$ cat config.mk
export PLATFORM = sky130hd
export DESIGN_NAME = box_filter_3x3_edge_average_top_flat
export DESIGN_NICKNAME = d
export VERILOG_FILES = /design/src/rtl/bf_pkg.sv /design/src/rtl/bf_in_if.sv /design/src/rtl/bf_out_if.sv /design/src/rtl/bf_ctrl.sv /design/src/rtl/bf_datapath.sv /design/src/rtl/box_filter_3x3_edge_average_top.sv /design/src/flat_wrapper.sv
export SDC_FILE = /design/constraint.sdc
export NUM_CORES = 2
export LEC_CHECK = 0
export BUFFER_PORTS_ARGS = -buffer_cell sky130_fd_sc_hd__buf_2
export CELL_PAD_IN_SITES_DETAIL_PLACEMENT = 0
export CELL_PAD_IN_SITES_GLOBAL_PLACEMENT = 1
export CORE_MARGIN = 2
export CORE_UTILIZATION = 61
export DETAILED_ROUTE_END_ITERATION = 12
export PLACE_DENSITY = 0.86
export SYNTH_ARGS = -nofsm -noshare
export SYNTH_HDL_FRONTEND = slang
export SYNTH_MEMORY_MAX_BITS = 65536
export SYNTH_SLANG_ARGS = --single-unit
$ cat constraint.sdc
create_clock -name clk -period 16.7 [get_ports clk]
set_input_delay 1.67 -clock clk [delete_from_list [all_inputs] [get_ports clk]]
set_output_delay 1.67 -clock clk [all_outputs]
set_load 0.02 [all_outputs]
$ cat src/rtl/bf_pkg.sv
// Box filter package: widths, register indexes, controller states,
// controller/datapath command and status types, divisor reciprocal table.
// No dependencies.
`timescale 1ns / 1ps
package bf_pkg;

  localparam int DEF_MAX_WIDTH  = 256;
  localparam int DEF_MAX_HEIGHT = 256;

  localparam int PIX_W       = 8;
  localparam int COORD_W     = 8;
  localparam int CFG_W       = 9;
  localparam int CFG_IDX_W   = 1;
  localparam int SUM_W       = 12;  // 9 * 255 fits
  localparam int RECIP_W     = 17;
  localparam int RECIP_SHIFT = 16;
  localparam int NPAIR       = 4;

  localparam logic [CFG_W-1:0] FRAME_RESET = 9'd256;

  typedef enum logic [CFG_IDX_W-1:0] {
    REG_FRAME_WIDTH  = 1'b0,
    REG_FRAME_HEIGHT = 1'b1
  } cfg_reg_t;

  typedef enum logic [2:0] {
    ST_IDLE,
    ST_SHIFT,
    ST_SUM,
    ST_MUL,
    ST_OUT,
    ST_ADV
  } bf_state_t;

  typedef struct packed {
    logic       capture;  // take pixel
    logic       shift;    // window shift and line store write
    logic       sum;      // neighborhood sum for pair
    logic       mul;      // reciprocal multiply into output register
    logic       advance;  // step row/column position
    logic [1:0] pair;     // {row choice, column choice}
    logic       last;
  } bf_cmd_t;

  typedef struct packed {
    logic [NPAIR-1:0] pair_mask;
  } bf_status_t;

  // ceil(2^16 / n) for the divisors that can occur; exact for sums below 2^15
  function automatic logic [RECIP_W-1:0] recip(input logic [1:0] nr, input logic [1:0] nc);
    logic [3:0] n;
    n = 4'(nr) * 4'(nc);
    case (n)
      4'd1:    recip = 17'd65536;
      4'd2:    recip = 17'd32768;
      4'd3:    recip = 17'd21846;
      4'd4:    recip = 17'd16384;
      4'd6:    recip = 17'd10923;
      4'd9:    recip = 17'd7282;
      default: recip = '0;
    endcase
  endfunction

endpackage

$ cat src/rtl/bf_in_if.sv
// Pixel input channel: valid/ready handshake with one 8-bit pixel.
// Depends on bf_pkg.
`timescale 1ns / 1ps
interface bf_in_if;
  import bf_pkg::*;

  logic             valid;
  logic             ready;
  logic [PIX_W-1:0] pixel;

  modport source (output valid, output pixel, input ready);
  modport sink   (input valid, input pixel, output ready);
endinterface

$ cat src/rtl/bf_out_if.sv
// Result channel: valid/ready handshake with smoothed value, coordinates
// and the last-result flag. Depends on bf_pkg.
`timescale 1ns / 1ps
interface bf_out_if;
  import bf_pkg::*;

  logic               valid;
  logic               ready;
  logic [PIX_W-1:0]   smoothed;
  logic [COORD_W-1:0] out_row;
  logic [COORD_W-1:0] out_col;
  logic               run_last;

  modport source (output valid, output smoothed, output out_row, output out_col,
                  output run_last, input ready);
  modport sink   (input valid, input smoothed, input out_row, input out_col,
                  input run_last, output ready);
endinterface

$ cat src/rtl/bf_ctrl.sv
// Box filter sequencer: steps each pixel through line store read, window
// shift, and one sum/multiply/transfer pass per completed centre.
// Depends on bf_pkg.
`timescale 1ns / 1ps
module bf_ctrl (
  input  logic               clk,
  input  logic               rst_n,
  input  logic               in_valid,
  output logic               in_ready,
  output logic               out_valid,
  input  logic               out_ready,
  input  bf_pkg::bf_status_t status,
  output bf_pkg::bf_cmd_t    cmd
);
  import bf_pkg::*;

  bf_state_t  state_r, state_nxt;
  logic [1:0] pair_r, pair_nxt;

  // first set mask bit at or above start: {found, index}
  function automatic logic [2:0] find_pair(input logic [NPAIR-1:0] mask,
                                           input logic [2:0] start);
    logic       found;
    logic [1:0] idx;
    found = 1'b0;
    idx   = '0;
    for (int k = 0; k < NPAIR; k++) begin
      if (!found && 3'(k) >= start && mask[k]) begin
        found = 1'b1;
        idx   = 2'(k);
      end
    end
    find_pair = {found, idx};
  endfunction

  logic [2:0] first_hit, later_hit;

  always_ff @(posedge clk) begin
    if (!rst_n) begin
      state_r <= ST_IDLE;
      pair_r  <= '0;
    end else begin
      state_r <= state_nxt;
      pair_r  <= pair_nxt;
    end
  end

  always_comb begin
    first_hit = find_pair(status.pair_mask, 3'd0);
    later_hit = find_pair(status.pair_mask, 3'(pair_r) + 3'd1);

    state_nxt   = state_r;
    pair_nxt    = pair_r;
    in_ready    = 1'b0;
    out_valid   = 1'b0;
    cmd         = '0;
    cmd.pair    = pair_r;
    cmd.last    = ~later_hit[2];

    unique case (state_r)
      ST_IDLE: begin
        in_ready    = 1'b1;
        cmd.capture = in_valid;
        if (in_valid) state_nxt = ST_SHIFT;
      end
      ST_SHIFT: begin
        cmd.shift = 1'b1;
        if (first_hit[2]) begin
          pair_nxt  = first_hit[1:0];
          state_nxt = ST_SUM;
        end else begin
          state_nxt = ST_ADV;
        end
      end
      ST_SUM: begin
        cmd.sum   = 1'b1;
        state_nxt = ST_MUL;
      end
      ST_MUL: begin
        cmd.mul   = 1'b1;
        state_nxt = ST_OUT;
      end
      ST_OUT: begin
        out_valid = 1'b1;
        if (out_ready) begin
          if (later_hit[2]) begin
            pair_nxt  = later_hit[1:0];
            state_nxt = ST_SUM;
          end else begin
            state_nxt = ST_ADV;
          end
        end
      end
      ST_ADV: begin
        cmd.advance = 1'b1;
        state_nxt   = ST_IDLE;
      end
      default: state_nxt = ST_IDLE;
    endcase
  end

endmodule

$ cat src/rtl/bf_datapath.sv
// Box filter datapath: frame size registers, position counters, packed
// two-line store, 3x3 window, masked sum and reciprocal divide.
// Depends on bf_pkg.
`timescale 1ns / 1ps
module bf_datapath #(
  parameter int MAX_WIDTH  = bf_pkg::DEF_MAX_WIDTH,
  parameter int MAX_HEIGHT = bf_pkg::DEF_MAX_HEIGHT
) (
  input  logic                          clk,
  input  logic                          rst_n,
  input  logic                          cfg_we,
  input  logic [bf_pkg::CFG_IDX_W-1:0]  cfg_index,
  input  logic [bf_pkg::CFG_W-1:0]      cfg_data,
  input  logic [bf_pkg::PIX_W-1:0]      pixel,
  input  bf_pkg::bf_cmd_t               cmd,
  output bf_pkg::bf_status_t            status,
  output logic [bf_pkg::PIX_W-1:0]      smoothed,
  output logic [bf_pkg::COORD_W-1:0]    out_row,
  output logic [bf_pkg::COORD_W-1:0]    out_col,
  output logic                          run_last
);
  import bf_pkg::*;

  localparam int CW  = (MAX_WIDTH > 1) ? $clog2(MAX_WIDTH) : 1;
  localparam int RW  = (MAX_HEIGHT > 1) ? $clog2(MAX_HEIGHT) : 1;
  localparam int WWF = $clog2(MAX_WIDTH + 1);
  localparam int HWF = $clog2(MAX_HEIGHT + 1);
  localparam int EW  = (WWF > CFG_W) ? WWF : CFG_W;
  localparam int EH  = (HWF > CFG_W) ? HWF : CFG_W;
  localparam int PROD_W = SUM_W + RECIP_W;

  logic [CFG_W-1:0]     width_cfg_r, height_cfg_r;
  logic [CW-1:0]        col_r;
  logic [RW-1:0]        row_r;
  logic [PIX_W-1:0]     pixel_r;
  logic [PIX_W-1:0]     window_r [9];
  logic [2*PIX_W-1:0]   line_mem [MAX_WIDTH];
  logic [2*PIX_W-1:0]   rd_r;     // {older, previous} at col_r
  logic [SUM_W-1:0]     sum_r, sum_nxt;
  logic [RECIP_W-1:0]   recip_r;
  logic [PROD_W-1:0]    prod;
  logic [PIX_W-1:0]     smoothed_r;
  logic [COORD_W-1:0]   out_row_r, out_col_r;
  logic                 run_last_r;

  logic [EW-1:0] w_ext, last_col_full;
  logic [EH-1:0] h_ext, last_row_full;
  logic          at_last_col, at_last_row, row_ge1, row_ge2, col_ge1, col_ge2;
  logic [2:0]    row_mask, col_mask;
  logic [RW-1:0] centre_row;
  logic [CW-1:0] centre_col;

  // effective frame size: zero acts as one, oversize saturates
  always_comb begin
    w_ext = EW'(width_cfg_r);
    h_ext = EH'(height_cfg_r);
    if (w_ext == '0)                     last_col_full = '0;
    else if (w_ext > EW'(MAX_WIDTH))     last_col_full = EW'(MAX_WIDTH - 1);
    else                                 last_col_full = w_ext - EW'(1);
    if (h_ext == '0)                     last_row_full = '0;
    else if (h_ext > EH'(MAX_HEIGHT))    last_row_full = EH'(MAX_HEIGHT - 1);
    else                                 last_row_full = h_ext - EH'(1);

    at_last_col = (EW'(col_r) == last_col_full);
    at_last_row = (EH'(row_r) == last_row_full);
    row_ge1     = |row_r;
    col_ge1     = |col_r;
    row_ge2     = ({2'b00, row_r} >= (RW + 2)'(2));
    col_ge2     = ({2'b00, col_r} >= (CW + 2)'(2));
  end

  // pair index {a,b}: a picks row r-1 or r, b picks column c-1 or c
  always_comb begin
    status.pair_mask[0] = row_ge1 & col_ge1;
    status.pair_mask[1] = row_ge1 & at_last_col;
    status.pair_mask[2] = at_last_row & col_ge1;
    status.pair_mask[3] = at_last_row & at_last_col;
  end

  // in-frame window rows/cols for the selected centre (bit 0 = oldest)
  always_comb begin
    row_mask   = cmd.pair[1] ? {1'b1, row_ge1, 1'b0} : {1'b1, 1'b1, row_ge2};
    col_mask   = cmd.pair[0] ? {1'b1, col_ge1, 1'b0} : {1'b1, 1'b1, col_ge2};
    centre_row = cmd.pair[1] ? row_r : row_r - RW'(1);
    centre_col = cmd.pair[0] ? col_r : col_r - CW'(1);
    sum_nxt    = '0;
    for (int rs = 0; rs < 3; rs++) begin
      for (int cs = 0; cs < 3; cs++) begin
        if (row_mask[rs] && col_mask[cs]) begin
          sum_nxt = sum_nxt + SUM_W'(window_r[rs*3 + cs]);
        end
      end
    end
  end

  assign prod = PROD_W'(sum_r) * PROD_W'(recip_r);

  always_ff @(posedge clk) begin
    if (!rst_n) begin
      width_cfg_r  <= FRAME_RESET;
      height_cfg_r <= FRAME_RESET;
      row_r        <= '0;
      col_r        <= '0;
      for (int k = 0; k < 9; k++) window_r[k] <= '0;
    end else begin
      if (cfg_we) begin
        case (cfg_reg_t'(cfg_index))
          REG_FRAME_WIDTH:  width_cfg_r  <= cfg_data;
          REG_FRAME_HEIGHT: height_cfg_r <= cfg_data;
          default: ;
        endcase
        row_r <= '0;
        col_r <= '0;
      end else if (cmd.advance) begin
        if (at_last_col) begin
          col_r <= '0;
          row_r <= at_last_row ? '0 : row_r + RW'(1);
        end else begin
          col_r <= col_r + CW'(1);
        end
      end
      if (cmd.shift) begin
        for (int rs = 0; rs < 3; rs++) begin
          window_r[rs*3]     <= window_r[rs*3 + 1];
          window_r[rs*3 + 1] <= window_r[rs*3 + 2];
        end
        window_r[2] <= rd_r[2*PIX_W-1:PIX_W];
        window_r[5] <= rd_r[PIX_W-1:0];
        window_r[8] <= pixel_r;
      end
    end
  end

  // line store: read every cycle at the current column, written on shift
  always_ff @(posedge clk) begin
    rd_r <= line_mem[col_r];
    if (cmd.shift) line_mem[col_r] <= {rd_r[PIX_W-1:0], pixel_r};
  end

  always_ff @(posedge clk) begin
    if (cmd.capture) pixel_r <= pixel;
    if (cmd.sum) begin
      sum_r     <= sum_nxt;
      recip_r   <= recip(2'($countones(row_mask)), 2'($countones(col_mask)));
      out_row_r <= COORD_W'(centre_row);
      out_col_r <= COORD_W'(centre_col);
    end
    if (cmd.mul) begin
      smoothed_r <= prod[RECIP_SHIFT +: PIX_W];
      run_last_r <= cmd.last;
    end
  end

  assign smoothed = smoothed_r;
  assign out_row  = out_row_r;
  assign out_col  = out_col_r;
  assign run_last = run_last_r;

endmodule

$ cat src/rtl/box_filter_3x3_edge_average_top.sv
// 3x3 box filter with border clipping, top level. Pixels arrive in raster
// order; each pixel is accepted, shifts the window and updates the line
// store, then takes a sum, a reciprocal multiply and an output transfer
// for each of the n (0 to 4) centres it completes, and finally advances
// the position; all results go through a single shared sum/multiply unit.
// Writing either frame size register restarts the frame at row 0, column 0.
// Depends on bf_pkg, bf_in_if, bf_out_if, bf_ctrl, bf_datapath.
`timescale 1ns / 1ps
module box_filter_3x3_edge_average_top #(
  parameter int MAX_WIDTH  = bf_pkg::DEF_MAX_WIDTH,
  parameter int MAX_HEIGHT = bf_pkg::DEF_MAX_HEIGHT
) (
  input  logic                         clk,
  input  logic                         rst_n,
  input  logic                         cfg_we,
  input  logic [bf_pkg::CFG_IDX_W-1:0] cfg_index,
  input  logic [bf_pkg::CFG_W-1:0]     cfg_data,
  bf_in_if.sink                        in_ch,
  bf_out_if.source                     out_ch
);
  import bf_pkg::*;

  bf_cmd_t    cmd;
  bf_status_t status;

  bf_ctrl u_ctrl (
    .clk       (clk),
    .rst_n     (rst_n),
    .in_valid  (in_ch.valid),
    .in_ready  (in_ch.ready),
    .out_valid (out_ch.valid),
    .out_ready (out_ch.ready),
    .status    (status),
    .cmd       (cmd)
  );

  bf_datapath #(
    .MAX_WIDTH  (MAX_WIDTH),
    .MAX_HEIGHT (MAX_HEIGHT)
  ) u_datapath (
    .clk       (clk),
    .rst_n     (rst_n),
    .cfg_we    (cfg_we),
    .cfg_index (cfg_index),
    .cfg_data  (cfg_data),
    .pixel     (in_ch.pixel),
    .cmd       (cmd),
    .status    (status),
    .smoothed  (out_ch.smoothed),
    .out_row   (out_ch.out_row),
    .out_col   (out_ch.out_col),
    .run_last  (out_ch.run_last)
  );

endmodule
$ cat src/flat_wrapper.sv
// flat-port wrapper written by rule: the top's interface ports become plain ports
module box_filter_3x3_edge_average_top_flat import bf_pkg::*;
#(
  parameter int MAX_WIDTH  = bf_pkg::DEF_MAX_WIDTH,
  parameter int MAX_HEIGHT = bf_pkg::DEF_MAX_HEIGHT
)
  (clk, rst_n, cfg_we, cfg_index, cfg_data, in_ch_valid, in_ch_pixel, in_ch_ready, out_ch_valid, out_ch_smoothed, out_ch_out_row, out_ch_out_col, out_ch_run_last, out_ch_ready);
  bf_in_if in_ch_i ();
  bf_out_if out_ch_i ();
  input  logic clk;
  input  logic rst_n;
  input  logic cfg_we;
  input  logic [bf_pkg::CFG_IDX_W-1:0] cfg_index;
  input  logic [bf_pkg::CFG_W-1:0] cfg_data;
  input wire logic [$bits(in_ch_i.valid)-1:0] in_ch_valid;
  input wire logic [$bits(in_ch_i.pixel)-1:0] in_ch_pixel;
  output wire logic [$bits(in_ch_i.ready)-1:0] in_ch_ready;
  output wire logic [$bits(out_ch_i.valid)-1:0] out_ch_valid;
  output wire logic [$bits(out_ch_i.smoothed)-1:0] out_ch_smoothed;
  output wire logic [$bits(out_ch_i.out_row)-1:0] out_ch_out_row;
  output wire logic [$bits(out_ch_i.out_col)-1:0] out_ch_out_col;
  output wire logic [$bits(out_ch_i.run_last)-1:0] out_ch_run_last;
  input wire logic [$bits(out_ch_i.ready)-1:0] out_ch_ready;
  assign in_ch_i.valid = in_ch_valid;
  assign in_ch_i.pixel = in_ch_pixel;
  assign in_ch_ready = in_ch_i.ready;
  assign out_ch_valid = out_ch_i.valid;
  assign out_ch_smoothed = out_ch_i.smoothed;
  assign out_ch_out_row = out_ch_i.out_row;
  assign out_ch_out_col = out_ch_i.out_col;
  assign out_ch_run_last = out_ch_i.run_last;
  assign out_ch_i.ready = out_ch_ready;
  box_filter_3x3_edge_average_top #(.MAX_WIDTH(MAX_WIDTH), .MAX_HEIGHT(MAX_HEIGHT)) u_core (.clk(clk), .rst_n(rst_n), .cfg_we(cfg_we), .cfg_index(cfg_index), .cfg_data(cfg_data), .in_ch(in_ch_i), .out_ch(out_ch_i));
endmodule
==> impl_metrics.ini <==
[yosys]
synth_edf_count = 4221
postSynthCellCount = 7926
synth_top_area_share_pct = 73.7
synth_fp_nets = 8203
syn_area_sq_mm = 0.172
synth_area_leaders = edfxtp_1, mux4_2, fa_1
synth_seq_cells = 4276
ys_types = 90
synthFlopType = edfxtp_1
ys_async_sr_fraction_pct = 0
avgSynthCellArea_sq_um = 21.7
synth_top_cell_by_area = edfxtp_1
yosysWarnings = 0
yosysSeqAreaShare_pct = 74.3

[clock_network]
cts_setup_buffers = 0
cts_root_buf = clkbuf_16
clk_pin_slew_worst_paths_ns = 0.06
cts.htree.levels = 5
cts_tree = built
cts-resized-gates = 0
clock_latency_ns = 1.01
clk_path_buf_depth = 4
cts_made_buffers = 415
ctsHoldBuffers = 0
cts_sinks = 4276

[critical_path]
critical_path_cell_count = 47
r2r_slack_ns = 5.74
r2r-end = u_core.u_datapath.sum_r[11]
worstPathArrival_ns = 11.61
crit_slowest_cell = dfxtp_4
crit_family = compound AO/OA/AOI/OAI gates
worst-path-buf-inv = 3
r2r.worst_path.cells = 47
endpoint_kind = flip-flop
cpPeakStageDelay_ns = 0.88
cp.required_ns = 17.35
reg2reg_from = u_core.u_datapath.col_r[0]
path_class = flip-flop to flip-flop
crit_top_cell = ha_1
cp-start-kind = flip-flop
worstPathMaxFanout = 40

[timing]
hold_ws_ns = 0.507
slew_headroom_pct = 1.83
tns_ns = 0
skew_ns = 0.0978
worstMarginPinSlew_ns = 1.47
setup_viol = 0
setup_slack_ns = 5.74
hold_violations = 0
rsz0062_at_grt = false
final.period_utilization_pct = 65.6
fmax_mhz = 91.2
slew_violations = 0
min_period_ns = 10.96

[final_layout]
final_common_cell = edfxtp_1
final_cell_mix = edfxtp_1, mux4_2, clkbuf_16, buf_4, nand2_1
drive_gt1_share_pct = 28.7
nets = 8557
area_growth_pct = 11.5

[hold_path]
whs_path_depth = 2
hold_path_end = u_core.u_datapath.w_ext[3]
min_from = u_core.u_datapath.w_ext[3]
hold_path.class = flip-flop to flip-flop

[placed_design]
gp_congestion = 0.877
io_buffers = 49
place_hpwl_mm = 250
pre_cts_slack_ns = 5.93

[floorplan]
die_h_um = 535
core_area_sq_mm = 0.281
start_util_pct = 61.2
placementRows = 195
die_w_um = 535
io_pins = 50
die-area_sq_mm = 0.286

[power]
p_leak_nw = 59.4
clock_power_share_pct = 42.5
powerDensity_mw_per_mm2 = 115
peakVddDrop_uv = 90.9
internal-power_mw = 17.4
combPwrFrac_pct = 2.9
power.switching_mw = 4.67
seqPwrFrac_pct = 54.6
p_sw_share_pct = 21.2

[drt]
ant_nets = 0
dr.pass1.iters = 8
vias = 88100
drc = 0
wl_mm = 466
routedWlPerCell_um = 37.6
viasPerCell = 7.12
drt_iter0_drc = 13900

[run]
drv_cap = 0

[global_route]
grt_max_degree = 181
gr-total-overflow = 0
grt_pass1_wl_mm = 662
grt_usage_pct = 32.8
grt_antenna_before_repair = 28
grt_pass1_vias = 89000

[run_status]
status = completed
[stage by stage]
stage | area [sq um] | std cells | power [mW] | utilization, %
floorplan | 172000 | 7926 | 12.7 | -
global placement | 178000 | 11600 | 12.9 | 63.4
detailed placement | 178000 | 11600 | 12.9 | 63.4
CTS | 192000 | 12400 | 22.1 | 68.2
global route | 192000 | 12400 | 22.5 | 68.2
finish | 192000 | 12400 | 22.1 | 68.2
[synth_stat cells, types with 40 or more instances]
master / n
edfxtp_1: 4221
mux4_2: 1300
nor2_1: 360
clkbuf_1: 260
nand2_1: 207
inv_1: 201
fa_1: 133
ha_1: 121
and3_1: 99
buf_1: 93
nand3_1: 76
a21oi_1: 69
and2_1: 67
buf_2: 65
o21ai_0: 64
xnor2_1: 60
dfxtp_1: 55
nor2b_1: 46
xor2_1: 43
nor3_1: 40
[how the worst max path moves through the flow]
stage / end / slack [ns] / startpoint
final: u_core.u_datapath.sum_r[11] / 5.74 / u_core.u_datapath.col_r[0]
after global routing: u_core.u_datapath.sum_r[11] / 4.82 / u_core.u_datapath.col_r[0]
after CTS: u_core.u_datapath.sum_r[11] / 5.81 / u_core.u_datapath.col_r[0]
after detailed placement: u_core.u_datapath.sum_r[11] / 5.93 / u_core.u_datapath.col_r[1]
after global placement: u_core.u_datapath.sum_r[11] / 5.96 / u_core.u_datapath.col_r[1]
after floorplan: u_core.u_datapath.sum_r[11] / 5.94 / u_core.u_datapath.col_r[0]
[flip-flops by register name (all words and copies together) (netlist names), 2 cells and up]
register / count
u_core.u_datapath.window_r: 72
u_core.u_ctrl.pair_r: 2
u_core.u_datapath.col_r: 8
u_core.u_datapath.w_ext: 9
u_core.u_datapath.rd_r: 16
u_core.u_datapath.out_col: 8
u_core.u_datapath.sum_r: 12
u_core.u_datapath.row_r: 8
u_core.u_datapath.smoothed: 8
u_core.u_ctrl.state_r: 3
u_core.u_datapath.pixel_r: 8
u_core.u_datapath.out_row: 8
u_core.u_datapath.h_ext: 9
u_core.u_datapath.line_mem: 4096
u_core.u_datapath.recip_r: 8
[final cells by class]
type	count	area, sq um
Sequential cell	4276	128000
Fill cell	16200	89500
Multi-Input combinational cell	3027	42300
Clock buffer	493	10800
Tap cell	3743	4680
Timing Repair Buffer	357	2700
Clock inverter	262	2680
Inverter	203	763
Antenna cell	12	30.0
[power by group through the flow]
stage                     Sequential, mW  Clock (mW)  Combinational (mW)
after CTS                           12.0        9.43               0.626
after global placement              12.3           0               0.589
after global routing                12.0        9.77               0.690
after detailed placement            12.3           0               0.619
after floorplan                     12.4           0               0.273
final                               12.0        9.39               0.639
[logic make-up after synthesis]
group | Yosys count | synth area share, %
buffers and inverters | 623 | 1.41
AOI/OAI and AO/OA | 357 | 1.41
and+or+nand+nor | 989 | 2.75
DFF | 4276 | 74.3
adders and majority gates | 255 | 2.43
muxes | 1320 | 17.1
xor gates and xnor gates | 106 | 0.556
[metal layers]
metal / vias to the layer above / part of all wire [%] / GRT usage (%)
li1: 33600 / - / -
met1: 45800 / 33 / 43.2
met2: 7279 / 48 / 51.7
met3: 1392 / 12 / 8.36
met4: 26 / 5.9 / 16.7
met5: - / 0.040 / 0
[worst reg2reg max path: cells and delay by family (launching register included)]
kind,cells,cell delay [ns]
flops,1,0.88
simple gates,13,2.08
mux,1,0.29
xor+xnor,4,0.64
buf+inv,3,0.41
compound gates,17,3.89
fa+ha+maj,9,2.50
Note: power is estimated with default switching activity, not from simulation.
